===== config.mk =====
export PLATFORM = sky130hd
export DESIGN_NAME = sd_card_spi_host_engine
export DESIGN_NICKNAME = d
export VERILOG_FILES = /design/src/rtl/sdspi_pkg.sv /design/src/rtl/sdspi_core.sv /design/src/rtl/sd_card_spi_host_engine.sv
export SDC_FILE = /design/constraint.sdc
export NUM_CORES = 1
export LEC_CHECK = 0
export BUFFER_PORTS_ARGS = -buffer_cell sky130_fd_sc_hd__clkbuf_2
export CAP_MARGIN = 20
export CELL_PAD_IN_SITES_DETAIL_PLACEMENT = 1
export CELL_PAD_IN_SITES_GLOBAL_PLACEMENT = 1
export CORE_MARGIN = 2
export CORE_UTILIZATION = 45
export CTS_CLUSTER_DIAMETER = 60
export CTS_CLUSTER_SIZE = 25
export DETAILED_ROUTE_END_ITERATION = 12
export PLACE_DENSITY_LB_ADDON = 0.1
export SLEW_MARGIN = 20
export SYNTH_ARGS = -nofsm -noshare
export SYNTH_HDL_FRONTEND = slang
export SYNTH_HIERARCHICAL = 1
export SYNTH_SLANG_ARGS = --single-unit

===== constraint.sdc =====
create_clock -name clk -period 12.9 [get_ports clk]
set_input_delay 1.935 -clock clk [delete_from_list [all_inputs] [get_ports clk]]
set_output_delay 1.935 -clock clk [all_outputs]
set_load 0.005 [all_outputs]

===== src/rtl/sdspi_pkg.sv =====
// ----------------------------------------------------------------------------
// sdspi_pkg: shared types and constants
// Phase codes, command codes, status codes and command frame helpers.
// ----------------------------------------------------------------------------
package sdspi_pkg;

  localparam int unsigned BlockBytesDefault = 512;
  localparam int unsigned CntW = 11;

  // host command codes
  localparam logic [2:0] CMD_INIT  = 3'd0;
  localparam logic [2:0] CMD_READ  = 3'd1;
  localparam logic [2:0] CMD_WRITE = 3'd2;
  localparam logic [2:0] CMD_CARD  = 3'd3;
  localparam logic [2:0] CMD_WBYTE = 3'd4;

  // status codes
  localparam logic [2:0] ST_OK       = 3'd0;
  localparam logic [2:0] ST_RST_TO   = 3'd1;
  localparam logic [2:0] ST_VOLT     = 3'd2;
  localparam logic [2:0] ST_APP_REJ  = 3'd3;
  localparam logic [2:0] ST_CMD_REJ  = 3'd4;
  localparam logic [2:0] ST_WR_REJ   = 3'd5;

  // card command indexes
  localparam logic [5:0] IDX_GO_IDLE = 6'd0;
  localparam logic [5:0] IDX_IF_COND = 6'd8;
  localparam logic [5:0] IDX_READ    = 6'd17;
  localparam logic [5:0] IDX_WRITE   = 6'd24;
  localparam logic [5:0] IDX_OP_COND = 6'd41;
  localparam logic [5:0] IDX_APP     = 6'd55;
  localparam logic [5:0] IDX_OCR     = 6'd58;

  localparam logic [7:0] BYTE_IDLE  = 8'hFF;
  localparam logic [7:0] TOKEN_DATA = 8'hFE;
  localparam logic [7:0] CRC_CMD0   = 8'h95;
  localparam logic [7:0] CRC_CMD8   = 8'h87;
  localparam logic [7:0] CHECK_PAT  = 8'hAA;
  localparam logic [7:0] HCS_BIT    = 8'h40;
  localparam logic [7:0] CMD_START  = 8'b0100_0000;
  localparam logic [7:0] RESP_MASK  = 8'h0E;
  localparam logic [2:0] RESP_OK    = 3'd2;

  typedef enum logic [17:0] {
    PH_IDLE        = 18'h00001,
    PH_INIT_CLOCKS = 18'h00002,
    PH_CMD_SEND    = 18'h00004,
    PH_CMD_POLL    = 18'h00008,
    PH_CMD_EXTRA   = 18'h00010,
    PH_CMD_BUSY    = 18'h00020,
    PH_RD_TOKEN    = 18'h00040,
    PH_RD_DATA     = 18'h00080,
    PH_RD_CRC      = 18'h00100,
    PH_RD_TAIL     = 18'h00200,
    PH_WR_GAP      = 18'h00400,
    PH_WR_TOKEN    = 18'h00800,
    PH_WR_NEED     = 18'h01000,
    PH_WR_DATA     = 18'h02000,
    PH_WR_CRC      = 18'h04000,
    PH_WR_RESP     = 18'h08000,
    PH_WR_BUSY     = 18'h10000,
    PH_WR_TAIL     = 18'h20000
  } phase_t;

  typedef struct packed {
    logic [7:0] send_byte;
    logic       send_request;
    logic       select_active;
    logic [7:0] data_byte;
    logic       data_valid;
    logic       want_write_byte;
    logic       done_res;
    logic [2:0] status;
    logic       high_capacity;
  } result_t;

  // command frame byte k of command idx
  function automatic logic [7:0] frame_byte(input logic [5:0] idx, input logic [2:0] k,
                                            input logic [31:0] addr);
    logic [7:0] b;
    b = 8'h00;
    if (k == 3'd0) b = CMD_START | {2'b00, idx};
    else if (k == 3'd5) b = (idx == IDX_GO_IDLE) ? CRC_CMD0 :
                            ((idx == IDX_IF_COND) ? CRC_CMD8 : 8'h00);
    else if (idx == IDX_READ || idx == IDX_WRITE) begin
      case (k)
        3'd1:    b = addr[31:24];
        3'd2:    b = addr[23:16];
        3'd3:    b = addr[15:8];
        default: b = addr[7:0];
      endcase
    end else if (idx == IDX_IF_COND) b = (k == 3'd3) ? 8'h01 : ((k == 3'd4) ? CHECK_PAT : 8'h00);
    else if (idx == IDX_OP_COND) b = (k == 3'd1) ? HCS_BIT : 8'h00;
    return b;
  endfunction

endpackage


===== src/rtl/sdspi_core.sv =====
// ----------------------------------------------------------------------------
// sdspi_core: protocol state and next-step logic
// Holds the engine state and works out one result per accepted item.
// ----------------------------------------------------------------------------
module sdspi_core import sdspi_pkg::*; #(
  parameter int unsigned BLOCK_BYTES = BlockBytesDefault
) (
  input  logic        clk,
  input  logic        rst_n,
  input  logic        step,
  input  logic [2:0]  command,
  input  logic [31:0] block_number,
  input  logic [7:0]  card_byte,
  input  logic [7:0]  write_byte,
  input  logic        cfg_we,
  input  logic        cfg_index,
  input  logic [15:0] cfg_data,
  output result_t     res
);

  localparam logic [CntW-1:0] BlkLast = CntW'(BLOCK_BYTES);

  phase_t          phase_r, phase_nxt;
  logic [CntW-1:0] cnt_r, cnt_nxt;
  logic [15:0]     try_r, try_nxt;
  logic [7:0]      rb_r [5];
  logic [7:0]      rb_nxt [5];
  logic [31:0]     addr_r, addr_nxt;
  logic [5:0]      idx_r, idx_nxt;
  logic            cap_r, cap_nxt;
  logic [7:0]      rlim_r;
  logic [15:0]     xlim_r;

  // combinational step
  always_comb begin
    logic [CntW-1:0] c1;
    logic [5:0]      nx;
    logic            start, fin, longr;
    logic [2:0]      st;
    logic [7:0]      r0;
    phase_nxt = phase_r; cnt_nxt = cnt_r; try_nxt = try_r; addr_nxt = addr_r;
    idx_nxt = idx_r; cap_nxt = cap_r;
    for (int i = 0; i < 5; i++) rb_nxt[i] = rb_r[i];
    res = '0;
    c1 = cnt_r + 1'b1;
    nx = IDX_GO_IDLE; start = 1'b0; fin = 1'b0; st = ST_OK;
    longr = (idx_r == IDX_IF_COND) || (idx_r == IDX_OCR);
    r0 = rb_r[0];
    case (command)
      CMD_INIT, CMD_READ, CMD_WRITE: begin
        if (phase_r == PH_IDLE) begin
          addr_nxt = block_number;
          if (command == CMD_INIT) begin
            cnt_nxt = '0; try_nxt = '0; phase_nxt = PH_INIT_CLOCKS;
            res.send_byte = BYTE_IDLE; res.send_request = 1'b1;
          end else begin
            start = 1'b1; nx = (command == CMD_READ) ? IDX_READ : IDX_WRITE;
          end
        end
      end
      CMD_WBYTE: begin
        if (phase_r == PH_WR_NEED) begin
          phase_nxt = PH_WR_DATA;
          res.send_byte = write_byte; res.send_request = 1'b1; res.select_active = 1'b1;
        end
      end
      CMD_CARD: begin
        // decide whether the poll is over, and whether the command completes
        logic endp, after, tryrst, rsel;
        logic [7:0] rq;
        endp = 1'b0; after = 1'b0; tryrst = 1'b0; rsel = 1'b0; rq = BYTE_IDLE;
        case (phase_r)
          PH_INIT_CLOCKS: begin
            cnt_nxt = c1;
            if (c1 < CntW'(10)) begin rsel = 1'b1; rq = BYTE_IDLE; end
            else begin try_nxt = '0; tryrst = 1'b1; end
          end
          PH_CMD_SEND: begin
            cnt_nxt = c1;
            if (c1 < CntW'(6)) begin
              res.send_request = 1'b1; res.select_active = 1'b1;
              res.send_byte = frame_byte(idx_r, c1[2:0], addr_r);
            end else begin
              rb_nxt[0] = BYTE_IDLE; r0 = BYTE_IDLE; cnt_nxt = '0; phase_nxt = PH_CMD_POLL;
              if (rlim_r == 8'd0) endp = 1'b1;
              else begin res.send_request = 1'b1; res.select_active = 1'b1;
                res.send_byte = BYTE_IDLE; end
            end
          end
          PH_CMD_POLL: begin
            rb_nxt[0] = card_byte; r0 = card_byte; cnt_nxt = c1;
            if (!card_byte[7] || c1 >= {3'b000, rlim_r}) endp = 1'b1;
            else begin res.send_request = 1'b1; res.select_active = 1'b1;
              res.send_byte = BYTE_IDLE; end
          end
          PH_CMD_EXTRA: begin
            if (cnt_r < CntW'(5)) rb_nxt[cnt_r[2:0]] = card_byte;
            cnt_nxt = c1;
            if (c1 >= (longr ? CntW'(5) : CntW'(1))) phase_nxt = PH_CMD_BUSY;
            res.send_request = 1'b1; res.select_active = 1'b1; res.send_byte = BYTE_IDLE;
          end
          PH_CMD_BUSY: begin
            if (card_byte != 8'd0) after = 1'b1;
            else begin res.send_request = 1'b1; res.select_active = 1'b1;
              res.send_byte = BYTE_IDLE; end
          end
          PH_RD_TOKEN: begin
            if (card_byte == TOKEN_DATA) begin cnt_nxt = '0; phase_nxt = PH_RD_DATA; end
            res.send_request = 1'b1; res.select_active = 1'b1; res.send_byte = BYTE_IDLE;
          end
          PH_RD_DATA: begin
            res.data_byte = card_byte; res.data_valid = 1'b1; cnt_nxt = c1;
            if (c1 >= BlkLast) begin cnt_nxt = '0; phase_nxt = PH_RD_CRC; end
            res.send_request = 1'b1; res.select_active = 1'b1; res.send_byte = BYTE_IDLE;
          end
          PH_RD_CRC: begin
            cnt_nxt = c1;
            if (c1 >= CntW'(2)) phase_nxt = PH_RD_TAIL;
            res.send_request = 1'b1; res.select_active = 1'b1; res.send_byte = BYTE_IDLE;
          end
          PH_RD_TAIL, PH_WR_TAIL: begin fin = 1'b1; st = ST_OK; end
          PH_WR_GAP: begin
            phase_nxt = PH_WR_TOKEN;
            res.send_request = 1'b1; res.select_active = 1'b1; res.send_byte = TOKEN_DATA;
          end
          PH_WR_TOKEN: begin
            cnt_nxt = '0; phase_nxt = PH_WR_NEED; res.want_write_byte = 1'b1;
          end
          PH_WR_DATA: begin
            cnt_nxt = c1;
            if (c1 < BlkLast) begin phase_nxt = PH_WR_NEED; res.want_write_byte = 1'b1; end
            else begin
              cnt_nxt = '0; phase_nxt = PH_WR_CRC;
              res.send_request = 1'b1; res.select_active = 1'b1; res.send_byte = 8'h00;
            end
          end
          PH_WR_CRC: begin
            cnt_nxt = c1;
            res.send_request = 1'b1; res.select_active = 1'b1;
            if (c1 < CntW'(2)) res.send_byte = 8'h00;
            else begin phase_nxt = PH_WR_RESP; res.send_byte = BYTE_IDLE; end
          end
          PH_WR_RESP: begin
            if (((card_byte & RESP_MASK) >> 1) != {5'd0, RESP_OK}) begin
              fin = 1'b1; st = ST_WR_REJ;
            end else begin
              phase_nxt = PH_WR_BUSY;
              res.send_request = 1'b1; res.select_active = 1'b1; res.send_byte = BYTE_IDLE;
            end
          end
          PH_WR_BUSY: begin
            if (card_byte != 8'd0) phase_nxt = PH_WR_TAIL;
            res.send_request = 1'b1; res.select_active = 1'b1; res.send_byte = BYTE_IDLE;
          end
          default: ;
        endcase
        if (rsel) begin res.send_request = 1'b1; res.send_byte = rq; end
        // end of response poll
        if (endp) begin
          if (r0[7] || (idx_r == IDX_GO_IDLE && !r0[0])) after = 1'b1;
          else if (longr) begin
            cnt_nxt = CntW'(1); phase_nxt = PH_CMD_EXTRA;
            res.send_request = 1'b1; res.select_active = 1'b1; res.send_byte = BYTE_IDLE;
          end else begin
            phase_nxt = PH_CMD_BUSY;
            res.send_request = 1'b1; res.select_active = 1'b1; res.send_byte = BYTE_IDLE;
          end
        end
        // command completion
        if (after) begin
          case (idx_r)
            IDX_GO_IDLE: begin
              try_nxt = try_r + 1'b1;
              if (r0 == 8'h01) begin start = 1'b1; nx = IDX_IF_COND; end
              else tryrst = 1'b1;
            end
            IDX_IF_COND: begin
              if (r0 == 8'h01 && !(rb_r[1] == 8'h00 && rb_r[2] == 8'h00 &&
                  rb_r[3] == 8'h01 && rb_r[4] == CHECK_PAT)) begin fin = 1'b1; st = ST_VOLT; end
              else begin start = 1'b1; nx = (r0 != 8'h00) ? IDX_APP : IDX_OCR; end
            end
            IDX_APP: begin
              if (r0 != 8'h01) begin fin = 1'b1; st = ST_APP_REJ; end
              else begin start = 1'b1; nx = IDX_OP_COND; end
            end
            IDX_OP_COND: begin start = 1'b1; nx = (r0 != 8'h00) ? IDX_APP : IDX_OCR; end
            IDX_OCR: begin cap_nxt = rb_r[1][6]; fin = 1'b1; st = ST_OK; end
            IDX_READ, IDX_WRITE: begin
              if (r0 != 8'h00) begin fin = 1'b1; st = ST_CMD_REJ; end
              else begin
                phase_nxt = (idx_r == IDX_READ) ? PH_RD_TOKEN : PH_WR_GAP;
                res.send_request = 1'b1; res.select_active = 1'b1; res.send_byte = BYTE_IDLE;
              end
            end
            default: begin fin = 1'b1; st = ST_OK; end
          endcase
        end
        if (tryrst) begin
          if (try_nxt >= xlim_r) begin fin = 1'b1; st = ST_RST_TO; end
          else begin start = 1'b1; nx = IDX_GO_IDLE; end
        end
      end
      default: ;
    endcase
    if (start) begin
      idx_nxt = nx; cnt_nxt = '0; phase_nxt = PH_CMD_SEND;
      for (int i = 0; i < 5; i++) rb_nxt[i] = 8'h00;
      res.send_request = 1'b1; res.select_active = 1'b1;
      res.send_byte = CMD_START | {2'b00, nx};
    end
    if (fin) begin phase_nxt = PH_IDLE; res.done_res = 1'b1; res.status = st; end
    res.high_capacity = cap_nxt;
  end

  // state registers
  always_ff @(posedge clk) begin
    if (!rst_n) begin
      phase_r <= PH_IDLE; cnt_r <= '0; try_r <= '0; addr_r <= '0;
      idx_r <= '0; cap_r <= 1'b0; rlim_r <= 8'd8; xlim_r <= 16'd100;
    end else begin
      if (step) begin
        phase_r <= phase_nxt; cnt_r <= cnt_nxt; try_r <= try_nxt;
        addr_r <= addr_nxt; idx_r <= idx_nxt; cap_r <= cap_nxt;
      end
      if (cfg_we) begin
        if (cfg_index) xlim_r <= cfg_data;
        else rlim_r <= cfg_data[7:0];
      end
    end
  end

  // response bytes
  always_ff @(posedge clk) begin
    if (step) for (int i = 0; i < 5; i++) rb_r[i] <= rb_nxt[i];
  end

endmodule


===== src/rtl/sd_card_spi_host_engine.sv =====
// ----------------------------------------------------------------------------
// sd_card_spi_host_engine: SD card SPI-mode host engine
// Turns host requests and card bytes into SPI exchange requests and results.
// ----------------------------------------------------------------------------
// Usage: the host sends items on the in_ channel: initialize, read block,
// write block, a card byte after each requested exchange, or a write byte when
// asked. Every accepted item gives exactly one result item on out_, holding
// the next exchange request, read data, write-byte request and completion.
// Results are registered in out_r, or in skid_r on a stall; one item per
// cycle is taken while in_tready is high, as the step is one state-logic pass.
// A one-entry output register with a skid stage lets a new item in while a
// result waits; when the receiver stalls, both fill and in_tready drops.
// Reset (rst_n low, synchronous) idles the engine, clears capacity and sets try
// limits to 8 response polls and 100 reset attempts. Configuration writes are
// taken at once; the user is to make them while idle, which the block does not check.
// ----------------------------------------------------------------------------
module sd_card_spi_host_engine import sdspi_pkg::*; #(
  parameter int unsigned BLOCK_BYTES = BlockBytesDefault
) (
  input  logic        clk,
  input  logic        rst_n,
  input  logic        in_tvalid,
  output logic        in_tready,
  // block_number[31:0], card_byte[39:32], write_byte[47:40]
  input  logic [47:0] in_tdata,
  // command[2:0]
  input  logic [2:0]  in_tuser,
  output logic        out_tvalid,
  input  logic        out_tready,
  // send_byte[7:0], send_request[8], select_active[9], data_byte[17:10],
  // data_valid[18], want_write_byte[19], done_res[20], status[23:21],
  // high_capacity[24]
  output logic [31:0] out_tdata,
  input  logic        cfg_we,
  input  logic        cfg_addr,
  input  logic [15:0] cfg_wdata
);

  result_t res, out_r, skid_r;
  logic    ov_r, sv_r, step;

  assign in_tready = !sv_r;
  assign step = in_tvalid && in_tready;

  sdspi_core #(.BLOCK_BYTES(BLOCK_BYTES)) u_core (
    .clk, .rst_n, .step,
    .command(in_tuser), .block_number(in_tdata[31:0]),
    .card_byte(in_tdata[39:32]), .write_byte(in_tdata[47:40]),
    .cfg_we, .cfg_index(cfg_addr), .cfg_data(cfg_wdata), .res
  );

  // output register and skid stage
  always_ff @(posedge clk) begin
    if (!rst_n) begin
      ov_r <= 1'b0; sv_r <= 1'b0;
    end else begin
      if (!ov_r || out_tready) begin
        ov_r <= sv_r || step;
        sv_r <= 1'b0;
      end else if (step) begin
        sv_r <= 1'b1;
      end
    end
  end

  always_ff @(posedge clk) begin
    if (!ov_r || out_tready) out_r <= sv_r ? skid_r : res;
    if (step && ov_r && !out_tready) skid_r <= res;
  end

  // result fields packed from the lowest bit up
  assign out_tvalid = ov_r;
  assign out_tdata  = {7'd0, out_r.high_capacity, out_r.status, out_r.done_res,
                       out_r.want_write_byte, out_r.data_valid, out_r.data_byte,
                       out_r.select_active, out_r.send_request, out_r.send_byte};

endmodule

; Word level (Yosys, flattened, before mapping)
; Memory sizes are Yosys's and may differ from the RTL's.
; Index checks and enable logic that the tools add are counted.
[word_totals]
regBits = 160
ramBits = 40
mem_count = 1
[mem_list]
columns = memory, words, width, rd, rd_ports_with_merged_regs, write_ports, line
row1 = u_core.rb_r, 5, 8, 5, 0, 5, sdspi_core.sv:26  ; logic [7:0] rb_r [5];
[op_classes]
muxes = 158
addsub = 2
n_eq_ne = 46
reduce_logical = 46
bitwise_logic = 3
n_lt_le_gt_ge = 12
[ops]
columns = operator, n
row1 = $mux W18, 18
row2 = $pmux W18 S11, 1
row3 = $mux W10, 13
row4 = $mux W11, 11
row5 = $mux W40, 3
row6 = $mux W16, 7
row7 = $mux W8, 13
row8 = $pmux W10 S8, 1
row9 = $pmux W11 S6, 1
row10 = $pmux W18 S3, 1
row11 = $mux W6, 8
row12 = $pmux W8 S3, 2
row13 = $bwmux W40, 1
row14 = $mux W1, 40
row15 = $mux W9, 4
row16 = $mux W32, 1
row17 = $pmux W16 S2, 1
row18 = $mux W3, 10
row19 = $pmux W9 S3, 1
row20 = $mux W25, 1
row21 = $demux W8 S3, 1
row22 = $logic_not A8 Y1, 3
row23 = $pmux W6 S4, 1
row24 = $lt A11 B3 Y1 const B, 2
row25 = other kinds (71), 122

; Longest topological paths before layout
; Gate-level depths: netlist of the first run.
[depth]
depth_word = 19
ltp_mapped = 29

; By module
; The synthesis of the first run kept the hierarchy.
[modules_own_cells]
columns = module, cells_per_inst, n_inst, area_per_inst_um2
row1 = sdspi_core, 1274, 1, 9798.1
row2 = sd_card_spi_host_engine, 95, 1, 1980.6

; Worst setup path before layout of the first run
; No wires, ideal clock.
[synth_timing]
kind = register to register
start = register u_core/cnt_r[2] (netlist name)
end = memory u_core.rb_r[1][2], in the netlist u_core/rb_r[0][10] (enable)
stages_incl_launch_ff = 28
path_buffers = 3
period_less_slack_ps = 6718
arrival_time_ps = 6327
setup_time_ps = 391
path_slack_ps = 6182
path_cell_list = dfxtp_1 clkbuf_1 inv_1 ha_1 inv_1 clkbuf_1 ha_1 or4b_2 a21o_1 o2111a_1 o41ai_1 o211ai_1 a21oi_1 clkbuf_1 nor4_2 nand3_1 nand3_1 o21ai_0 ha_1 a2111oi_0 nand2_1 a31oi_1 o211ai_1 and2_1 nor2_1 a211oi_1 a21oi_1 o21a_1
[synth_rtl]
columns = element, line
row1 = to (decl), sdspi_core.sv:26

; Worst setup path after layout of the first run
[layout_timing]
start = register u_core.cnt_r[0]
end = register u_core.idx_r[4]
[layout_via]
elab_chain_len = 18
word_cells_on_any_way = 48
classes_between = add/sub (1) / order compare (4) / eq/ne (2) / mux (35) / reduce/logical (6)
[layout_lines]
columns = element, line
row1 = from (decl), sdspi_core.sv:24  ; logic [CntW-1:0] cnt_r, cnt_nxt;
row2 = from (signal assigned), sdspi_core.sv:222  ; phase_r <= phase_nxt; cnt_r <= cnt_nxt; try_r <= try_nxt;
row3 = $add A11 B1 Y11 (*), sdspi_core.sv:45  ; c1 = cnt_r + 1'b1;
row4 = $lt A11 B3 Y1, sdspi_core.sv:80  ; if (c1 < CntW'(6)) begin
row5 = $mux W8, sdspi_core.sv:80
row6 = $pmux W8 S2, sdspi_core.sv:72  ; case (phase_r)
row7 = $mux W8, sdspi_core.sv:49  ; case (command)
row8 = $logic_not A1 Y1, sdspi_core.sv:160  ; if (r0[7] || (idx_r == IDX_GO_IDLE && !r0[0])) after = 1'b1;
row9 = $logic_and A1 B1 Y1, sdspi_core.sv:160
row10 = $logic_or A1 B1 Y1, sdspi_core.sv:160
row11 = [2 not listed], -
row12 = $mux W1, sdspi_core.sv:49
row13 = $mux W16, sdspi_core.sv:170  ; if (after) begin
row14 = $mux W16, sdspi_core.sv:49
row15 = $ge A16 B16 Y1, sdspi_core.sv:199  ; if (try_nxt >= xlim_r) begin fin = 1'b1; st = ST_RST_TO; end
row16 = $mux W1, sdspi_core.sv:199
row17 = $mux W1, sdspi_core.sv:198  ; if (tryrst) begin
row18 = $pmux W1 S2, sdspi_core.sv:49
row19 = $reduce_and A2 Y1 (no line), -
row20 = to (signal assigned), sdspi_core.sv:223  ; addr_r <= addr_nxt; idx_r <= idx_nxt; cap_r <= cap_nxt;
row21 = to (decl), sdspi_core.sv:29  ; logic [5:0] idx_r, idx_nxt;
; Mark *: on every way between the ends. The rest lies on a longest branch, timed or not. The select of a mux whose other input is x is not followed.
; A chain may end at the register's enable or synchronous reset.

==> results of run 1 <==
==> cell usage after synthesis, types with 9 or more instances <==
cell type	instances	area (µm²)
nand2_1	212	796
nor2_1	127	477
a21oi_1	124	621
dfxtp_1	110	2200
edfxtp_1	90	2700
o21ai_0	65	325
clkbuf_1	55	206
nand3_1	52	260
mux2i_1	46	460
inv_1	44	165
nor3_1	33	165
ha_1	30	375
nor4_1	27	169
mux2_2	22	248
nand4_1	22	138
a31oi_1	19	119
and2_1	17	106
and3_1	14	87.6
o211ai_1	14	105
nand2b_1	13	81.3
or3_1	11	68.8
a22oi_1	10	75.1
o31ai_1	10	75.1
a21o_1	9	67.6
buf_4	9	67.6
or2_2	9	56.3
xor2_1	9	78.8
==> registers in the layout, summed over array words and instances (netlist names), 6 cells and up <==
register	flops
u_core/addr_r	32
u_core/rlim_r	8
skid_r	25
u_core/idx_r	6
out_tdata	25
u_core/xlim_r	16
u_core/cnt_r	11
u_core/rb_r	40
u_core/phase_r	18
u_core/try_r	16
==> where the power goes <==
group          internal [mW]  switching, mW  total, mW
Sequential             0.686         0.0130      0.699
Clock                  0.274          0.303      0.576
Combinational         0.0490         0.0955      0.145
==> metal layers <==
layer | wire [µm] | share of wire | global-route usage
met1 | 18000 | 0.45 | 0.395
met2 | 18500 | 0.47 | 0.458
met3 | 2220 | 0.056 | 0.0388
met4 | 926 | 0.023 | 0.0911
met5 | 0 | 0 | 0
==> cell type report <==
class | instances | area (µm²) | share of cell area
Clock buffer | 18 | 439 | 0.0335
Clock inverter | 14 | 183 | 0.0139
Inverter | 45 | 169 | 0.0129
Multi-Input combinational cell | 1050 | 6370 | 0.485
Sequential cell | 200 | 4900 | 0.374
Tap cell | 335 | 419 | 0.0319
Timing Repair Buffer | 119 | 646 | 0.0492
==> how the worst max path moves through the flow <==
stage / start / end / slack [ps] / cells past startpoint
global placement: u_core/cnt_r[0]$_SDFFE_PN0P_ / u_core/idx_r[5]$_SDFFE_PN0P_ / 5610 / 26
floorplan: u_core/cnt_r[2]$_SDFFE_PN0P_ / u_core/rb_r[0][10]$_SDFFCE_PP0P_ / 6180 / 27
global route: u_core/cnt_r[0]$_SDFFE_PN0P_ / u_core/idx_r[4]$_SDFFE_PN0P_ / 4470 / 26
CTS: u_core/cnt_r[0]$_SDFFE_PN0P_ / u_core/idx_r[4]$_SDFFE_PN0P_ / 5210 / 26
detailed placement: u_core/cnt_r[0]$_SDFFE_PN0P_ / u_core/idx_r[4]$_SDFFE_PN0P_ / 5340 / 26
finish: u_core/cnt_r[0]$_SDFFE_PN0P_ / u_core/idx_r[4]$_SDFFE_PN0P_ / 5070 / 26
==> metrics by stage <==
stage	hold WS (ps)	power (mW)	setup slack, ps	cell area, µm²	utilization
floorplan	436	0.799	6180	11800	-
global placement	442	0.850	5610	12500	0.483
detailed placement	448	0.855	5340	12500	0.483
CTS	460	1.43	5210	13100	0.507
global route	471	1.47	4470	13100	0.507
finish	458	1.42	5070	13100	0.507
==> cells by family after synthesis <==
group / Yosys count / share of synthesized area
simple gates: 583 / 0.239
compound gates: 342 / 0.188
flops: 200 / 0.416
buf+inv: 125 / 0.0464
mux: 74 / 0.0678
fa+ha+maj: 30 / 0.0319
xor+xnor: 14 / 0.0104
other cells: 1 / 0.000318
==> cells in the final DEF (no fill, tap or decap), drive strengths merged, types with 6 or more instances in the layout <==
cell type and instances:
inv 54, nand4 22, mux2 28, a2111oi 6, conb 7, a211o 6
a222oi 8, o21a 6, a22oi 10, and3 14, a21o 9, nor2b 8
nor4 30, clkbuf 117, o31ai 11, or2 9, ha 30, buf 20
nor2 127, a211oi 8, and2 18, xor2 9, edfxtp 90, o21ai 72
nand3 53, dfxtp 110, nor3 34, o211ai 14, nand2 212, nand2b 13
a21oi 124, a31oi 19, or3 11, mux2i 46, or4 9
==> tightest hold or removal path, delay by kind of cell, from the launching register on <==
kind	cells	cell delay, ps
AND/OR/NAND/NOR	1	50
flip-flops	1	320
AO/OA/AOI/OAI	1	50
==> flow_summary.ini, run 1 <==
[run_status]
status = completed

[global_route]
grt_pass1_wl_mm = 61.9
grt_pass1_vias = 10900
grt_remaining_overflow = 0
grt_max_degree = 81
grt_usage = 0.284
antenna_found_initial = 0

[clock_network]
htreeDepth = 4
clock_path_buffers = 2
cts_tree = built
holdBufCountCts = 0
worst_skew_pair.late_latency_ps = 450
root_buffer = clkbuf_16
ctsResizeCount = 0
path_clk_slew_ps = 80
postCtsSetupRepairBufs = 0
numCtsBuffers = 17
cts_num_sinks = 200

[route]
wl_per_cell_um = 22.2
vias = 10900
drtAntennaViolNets = 0
drc = 0
finalWirelength_mm = 39.6
drt_iter0_markers = 881
dr.pass1.iters = 7
viasPerCell = 6.11

[synth]
synth_ff_type = dfxtp_1
avgSynthCellArea_um2 = 8.60
async_reset_ff_frac = 0
synth-seq-cells = 200
synth_edf_count = 90
yosysWarnings = 6
synthDistinctLibCells = 86
syn_inst = 1369
yosysSeqAreaShare = 0.416
synth_area_um2 = 11800

[timing]
timing.fmax_mhz = 128
finalSetupTns_ps = 0
max-slew-margin-rel = 0.289
fin_crit_ps = 7830
fin_crit_sh = 0.607
skew_ps = 20.3
maxSlewViolCount = 0
rsz0062_at_grt = no
tightest_slew_ps = 1060
setup_viol = 0
hold_viol_final = 0

[final_layout]
drive_above_1_share = 0.149
fillers = 3098
n_antenna_cell = 0
stdcell_count = 1781
area_delta_synth_final_pct = 11.5
nets = 1536

[power_and_ir_drop]
p_per_area_nw_per_um2 = 108
peakVddDrop_v = 0.0000610
leakage_nw = 4.92

[setup_path]
critPathMaxFanout = 48
critPathRequiredTime_ps = 13230
r2r_end = u_core/idx_r[4]$_SDFFE_PN0P_
crit_type = reg -> reg
worstRegToRegCells = 26
crit_path_frequent_cell = ha_1
critPathTopFamily = simple AND/OR/NAND/NOR gates
reg2reg_slack_ps = 5070
worst_path_max_delay_cell = nor4_2
reg2reg_from = u_core/cnt_r[0]$_SDFFE_PN0P_
slowest_delay_ps = 770
startpoint_type = flip-flop
crit_buf_inv = 3
worstPathArrival_ps = 8170
endpoint_kind = flip-flop

[die]
top_level_ports = 107
start_util = 0.455
std_cell_rows = 59
die_w_um = 166
core_um2 = 25900
dieArea_um2 = 27500
die_y_um = 166

[flow_run]
drv_cap = 0

[placement]
gp_congestion = 1.00
portBuffers = 99
dp.cells = 1749
place_hpwl_mm = 29.2

[min_path]
hold_path_class = reg -> reg
min_path_cells = 2
hold_start = u_core/addr_r[9]$_SDFFE_PN0P_
min_to = u_core/addr_r[9]$_SDFFE_PN0P_
Power figures use the tool's default switching activity.
==> run 2, diff against run 1 <==
ABC_AREA = 1   (was default)
clock period = 7.5 ns   (was 12.9 ns; I/O delays follow)
==> run 2 against run 1 <==
- via count rose by 11%
- clock skew down 4.2 ps
- hold slack gained 10 ps
- non-clock buffer count is 10 lower
- cell count up 21%
- sequential power is 76% higher
- sequential share of layout area shrank 2.0 points
- flip-flop and latch count unchanged
==> flow_summary.ini, run 2 <==
[synth]
synth_ff_type = dfxtp_1
yosysSeqAreaShare = 0.390
syn_inst = 1697
synth_area_um2 = 12600
async_reset_ff_frac = 0
synthDistinctLibCells = 60
post-synth-top-count-cell = nand2_1
synth.area.top_cells = edfxtp_1 (21%), dfxtp_1 (17%), nand2_1 (9.4%), inv_1 (7.4%), nor2_1 (6.2%)
synthTopCellsByCount = nand2_1 (315), inv_1 (249), nor2_1 (209), o21ai_0 (114), dfxtp_1 (110)
synth_edf_count = 90
synth.largest_area_cell = edfxtp_1
synth-seq-cells = 200
yosysWarnings = 6
avgSynthCellArea_um2 = 7.42
synth_top_area_frac = 0.215

[power_and_ir_drop]
switching_share = 0.319
pwr-share-comb = 0.177
cell_internal_pwr_mw = 1.79
pwr-share-seq = 0.466
peakVddDrop_v = 0.000123
p_per_area_nw_per_um2 = 190
leakage_nw = 5.81
switchingPower_mw = 0.840
clkPwrFrac = 0.356

[timing]
fin_crit_sh = 0.843
max-slew-margin-rel = 0.296
tightest_slew_ps = 1060
finalSetupTns_ps = 0
timing.fmax_mhz = 158
rsz0062_at_grt = no
setup_slack_ps = 1170
setup_viol = 0
maxSlewViolCount = 0
fin_crit_ps = 6330
skew_ps = 16.1
hold_viol_final = 0

[clock_network]
cts_num_sinks = 200
root_buffer = clkbuf_16
numCtsBuffers = 17
path_clk_slew_ps = 80
htreeDepth = 4
clock_path_buffers = 2
ctsResizeCount = 0
postCtsSetupRepairBufs = 0
holdBufCountCts = 0
worst_skew_pair.late_latency_ps = 460
cts_tree = built

[placement]
portBuffers = 99
dp.cells = 2122
place_hpwl_mm = 30.6
pre_cts_slack_ps = 1120
gp_congestion = 0.915

[final_layout]
fillers = 3573
n_antenna_cell = 0
largest-register = u_core/rb_r
nets = 1866
utilization = 0.501
seq_area_um2 = 4900
reg_top3 = u_core/rb_r (40), u_core/addr_r (32)
final_common_cell = nand2_1
layout_common_cells = nand2_1 (315), inv_1 (249), nor2_1 (206), o21ai_0 (114), dfxtp_1 (110)
largest_reg_flops = 40
stdcell_count = 2154
drive_above_1_share = 0.142
area_delta_synth_final_pct = 10.0
multi_input_area_um2 = 6340

[setup_path]
r2r_end = u_core/rb_r[0][3]$_SDFFCE_PP0P_
path_depth = 31
crit_start = u_core/cnt_r[0]$_SDFFE_PN0P_
slowest_delay_ps = 650
critPathRequiredTime_ps = 7590
setup.worst_path.end = u_core/rb_r[0][3]$_SDFFCE_PP0P_
crit_buf_inv = 3
crit_type = reg -> reg
startpoint_type = flip-flop
reg2reg_slack_ps = 1170
reg2reg_from = u_core/cnt_r[0]$_SDFFE_PN0P_
critPathTopFamily = compound AO/OA/AOI/OAI gates
worst_path_max_delay_cell = a21oi_1
worstPathArrival_ps = 6410
endpoint_kind = flip-flop
critPathMaxFanout = 13
worstRegToRegCells = 31

[global_route]
grt_pass1_vias = 11900
grt_pass1_wl_mm = 64.5
antenna_found_initial = 1
grt_usage = 0.283
grt_remaining_overflow = 0
grt_max_degree = 65

[min_path]
hold_path_class = reg -> reg

[die]
core_um2 = 27600
start_util = 0.456
die_w_um = 171
dieArea_um2 = 29300
die_y_um = 171
std_cell_rows = 61
top_level_ports = 107

[route]
drtAntennaViolNets = 0
finalWirelength_mm = 40.8
wl_per_cell_um = 18.9
drt_iter0_markers = 839
dr.pass1.iters = 5
vias = 12100
drc = 0
viasPerCell = 5.62

[flow_run]
drv_cap = 0

[run_status]
status = completed
[run 2: cell types whose count changed after synthesis, sizes merged, moves of 28 or more]
| cell | before | now |
|---|---|---|
| nor2 | 127 | 230 |
| inv | 45 | 257 |
| mux2i | 46 | 0 |
| a211oi | 8 | 54 |
| o21ai | 72 | 119 |
| mux2 | 28 | 0 |
| nand2 | 212 | 343 |
[run 2: layout make-up]
type / instances / share of cell area
flip-flops and latches: 200 / 0.354
clock inverters: 13 / 0.00912
clock buffers: 19 / 0.0328
well taps: 378 / 0.0341
multi-input cells: 1174 / 0.457
inverters: 261 / 0.0713
repair buffers: 109 / 0.0412
[run 2: worst min-delay path by stage]
stage | from | to | cells after the start
4_1_cts | u_core/addr_r[7]$_SDFFE_PN0P_ | u_core/addr_r[7]$_SDFFE_PN0P_ | 2
5_1_grt | u_core/xlim_r[4]$_SDFFE_PN0P_ | u_core/xlim_r[4]$_SDFFE_PN0P_ | 2
3_5_place_dp | u_core/addr_r[7]$_SDFFE_PN0P_ | u_core/addr_r[7]$_SDFFE_PN0P_ | 2
6_report | u_core/xlim_r[13]$_SDFFE_PN0P_ | u_core/xlim_r[13]$_SDFFE_PN0P_ | 2
2_1_floorplan | u_core/xlim_r[10]$_SDFFE_PN0P_ | u_core/xlim_r[10]$_SDFFE_PN0P_ | 2
3_3_place_gp | u_core/addr_r[7]$_SDFFE_PN0P_ | u_core/addr_r[7]$_SDFFE_PN0P_ | 2
[run 2: routing by layer]
layer,track usage,share of wire,vias up,wire length (µm)
li1,-,-,5851,-
met1,0.377,0.45,5830,18300
met2,0.461,0.46,352,18900
met3,0.0396,0.053,71,2180
met4,0.122,0.036,0,1460
met5,0,0,-,0
[run 2: through the flow]
step / total power, mW / area [µm²] / hold WS, ps
after floorplan: 1.57 / 12600 / 433
final: 2.63 / 13900 / 468
after global routing: 2.75 / 13900 / 490
after detailed placement: 1.71 / 13300 / 455
after CTS: 2.65 / 13900 / 470
after global placement: 1.69 / 13300 / 449
[run 2: cell families after synthesis]
logic type / synth area share
AO/OA/AOI/OAI: 0.181
XOR/XNOR: 0.00209
adder cells (fa/ha/maj): 0.0298
buffers and inverters: 0.111
flip-flops: 0.390
other: 0.000298
AND/OR/NAND/NOR: 0.287
[run 2: power by group through the flow]
stage,combinational [mW],clock (mW),sequential (mW)
3_5_place_dp,0.459,0,1.25
3_3_place_gp,0.445,0,1.25
6_report,0.467,0.939,1.23
5_1_grt,0.517,0.998,1.23
4_1_cts,0.463,0.956,1.23
2_1_floorplan,0.324,0,1.24
[run 2: worst min-delay path, stage by stage (launching register included)]
cell and delay (ps):
dfxtp_1 300, inv_1 60, a21oi_1 60
==> run 3, diff against run 2 <==
CORE_UTILIZATION = 40   (was 45)
clock period = 5.57 ns   (was 7.5 ns; I/O delays follow)
==> run 3 against run 2 <==
- clock skew grew 0.56 ps
- cell count grew 2.3%
- hold slack worse by 1.3 ps
- die area up 12%
- sequential power grew 34%
- clock-buffer cell count fell by 2
- wire length up 2.4%
- clock power up 34%
- combinational power is 43% higher
- non-clock buffer count increased by 32
- fmax rose by 26%
==> flow_summary.ini, run 3 (synthesis gave the netlist of run 2 again) <==
[setup_path]
slowest_delay_ps = 320
critPathRequiredTime_ps = 5900
crit_buf_inv = 5
crit_path_frequent_cell = nand2_1
critPathMaxFanout = 6
startpoint_type = flip-flop
endpoint_kind = flip-flop
worst_path_max_delay_cell = dfxtp_1
crit_type = reg -> reg
worstPathArrival_ps = 5360
critPathTopFamily = simple AND/OR/NAND/NOR gates

[min_path]
hold_path_class = reg -> reg

[global_route]
grt_remaining_overflow = 0
grt_pass1_wl_mm = 67.0
antenna_found_initial = 3
grt_max_degree = 65
grt_usage = 0.258
grt_pass1_vias = 12300

[clock_network]
worst_skew_pair.late_latency_ps = 460
cts_num_sinks = 200
htreeDepth = 4
numCtsBuffers = 17
clock_path_buffers = 2
root_buffer = clkbuf_16
path_clk_slew_ps = 80
cts_tree = built

[die]
start_util = 0.408
dieArea_um2 = 32900
die_w_um = 181
die_y_um = 181
std_cell_rows = 64
core_um2 = 30800
top_level_ports = 107

[placement]
gp_congestion = 0.891
portBuffers = 99
place_hpwl_mm = 32.1
placed_area_um2 = 13500

[final_layout]
nets = 1898
largest-register = u_core/rb_r
layout_common_cells = nand2_1 (314), inv_1 (249), nor2_1 (205), o21ai_0 (113)
n_antenna_cell = 0
final_cell_area_um2 = 14200
drive_above_1_share = 0.162
final_common_cell = nand2_1
largest_reg_flops = 40
area_delta_synth_final_pct = 12.7
reg_top3 = u_core/rb_r (40), u_core/addr_r (32)

[flow_run]
drv_cap = 0

[power_and_ir_drop]
leakage_nw = 5.99
p_per_area_nw_per_um2 = 253
peakVddDrop_v = 0.000209

[route]
dr.pass1.iters = 6
drtAntennaViolNets = 0
viasPerCell = 5.52
drt_iter0_markers = 869
vias = 12200
wl_per_cell_um = 18.9
drc = 0
finalWirelength_mm = 41.8

[timing]
hold_viol_final = 0
tightest_slew_ps = 930
timing.fmax_mhz = 198
max-slew-margin-rel = 0.375
setup_viol = 0
fin_crit_sh = 0.904
fin_crit_ps = 5040
rsz0062_at_grt = no
finalSetupTns_ps = 0
maxSlewViolCount = 0
skew_ps = 16.7

[run_status]
status = completed
==> run 3: power by group <==
part | total [mW] | switching (mW) | internal (mW)
sequential | 1.65 | 0.0425 | 1.61
combinational | 0.670 | 0.461 | 0.210
clock | 1.26 | 0.626 | 0.636
total | 3.58 | 1.13 | 2.45
==> run 3: area by class of cell <==
type / count / area [µm²]
inverters: 261 / 987
clock buffers: 17 / 425
well taps: 396 / 495
repair buffers: 141 / 836
flip-flops and latches: 200 / 4910
fillers: 3880 / 16600
clock inverters: 15 / 159
multi-input cells: 1174 / 6380
==> run 3: final timing paths <==
path                                 startpoint                       endpoint  slack [ps]  depth (start not counted)
hold / removal    u_core/try_r[15]$_SDFFE_PN0P_  u_core/try_r[15]$_SDFFE_PN0P_         470                          2
setup / recovery   u_core/cnt_r[0]$_SDFFE_PN0P_        out_tdata[22]$_DFFE_PP_         530                         37
setup reg to reg   u_core/cnt_r[0]$_SDFFE_PN0P_        out_tdata[22]$_DFFE_PP_         530                         37
hold reg to reg   u_core/try_r[15]$_SDFFE_PN0P_  u_core/try_r[15]$_SDFFE_PN0P_         470                          2
==> run 3: through the flow <==
step | instances | power (mW) | setup WS (ps) | util | hold WS, ps
6_report | 2204 | 3.58 | 532 | 0.460 | 467
5_1_grt | 2204 | 3.76 | 1.96 | 0.460 | 498
4_1_cts | 2202 | 3.61 | 105 | 0.458 | 470
3_5_place_dp | 2170 | 2.34 | 136 | 0.439 | 457
3_3_place_gp | 2170 | 2.32 | 296 | 0.439 | 453
2_1_floorplan | 1703 | 2.11 | 119 | - | 433
==> run 3: worst register-to-register path: cells and delay by family (launching register included) <==
kind                     cells  cell delay (ps)
adder cells (fa/ha/maj)      4             1130
flip-flops                   1              320
buffers and inverters        5              360
AO/OA/AOI/OAI                3              360
AND/OR/NAND/NOR             25             2730
==> run 3: metal layers <==
layer	GRT usage	share of wire	up-vias
met2	0.430	0.47	302
li1	-	-	5908
met4	0.0605	0.018	6
met5	0	0.0010	-
met3	0.0477	0.048	60
met1	0.347	0.46	5897
==> run 3: timing repair <==
action | CTS | global route
hold buffers | 0 | 0
endpoints found under the setup margin | 0 | 128
hold endpoints to repair | 0 | 0
gates resized for setup | 0 | 11
setup buffers | 0 | 2
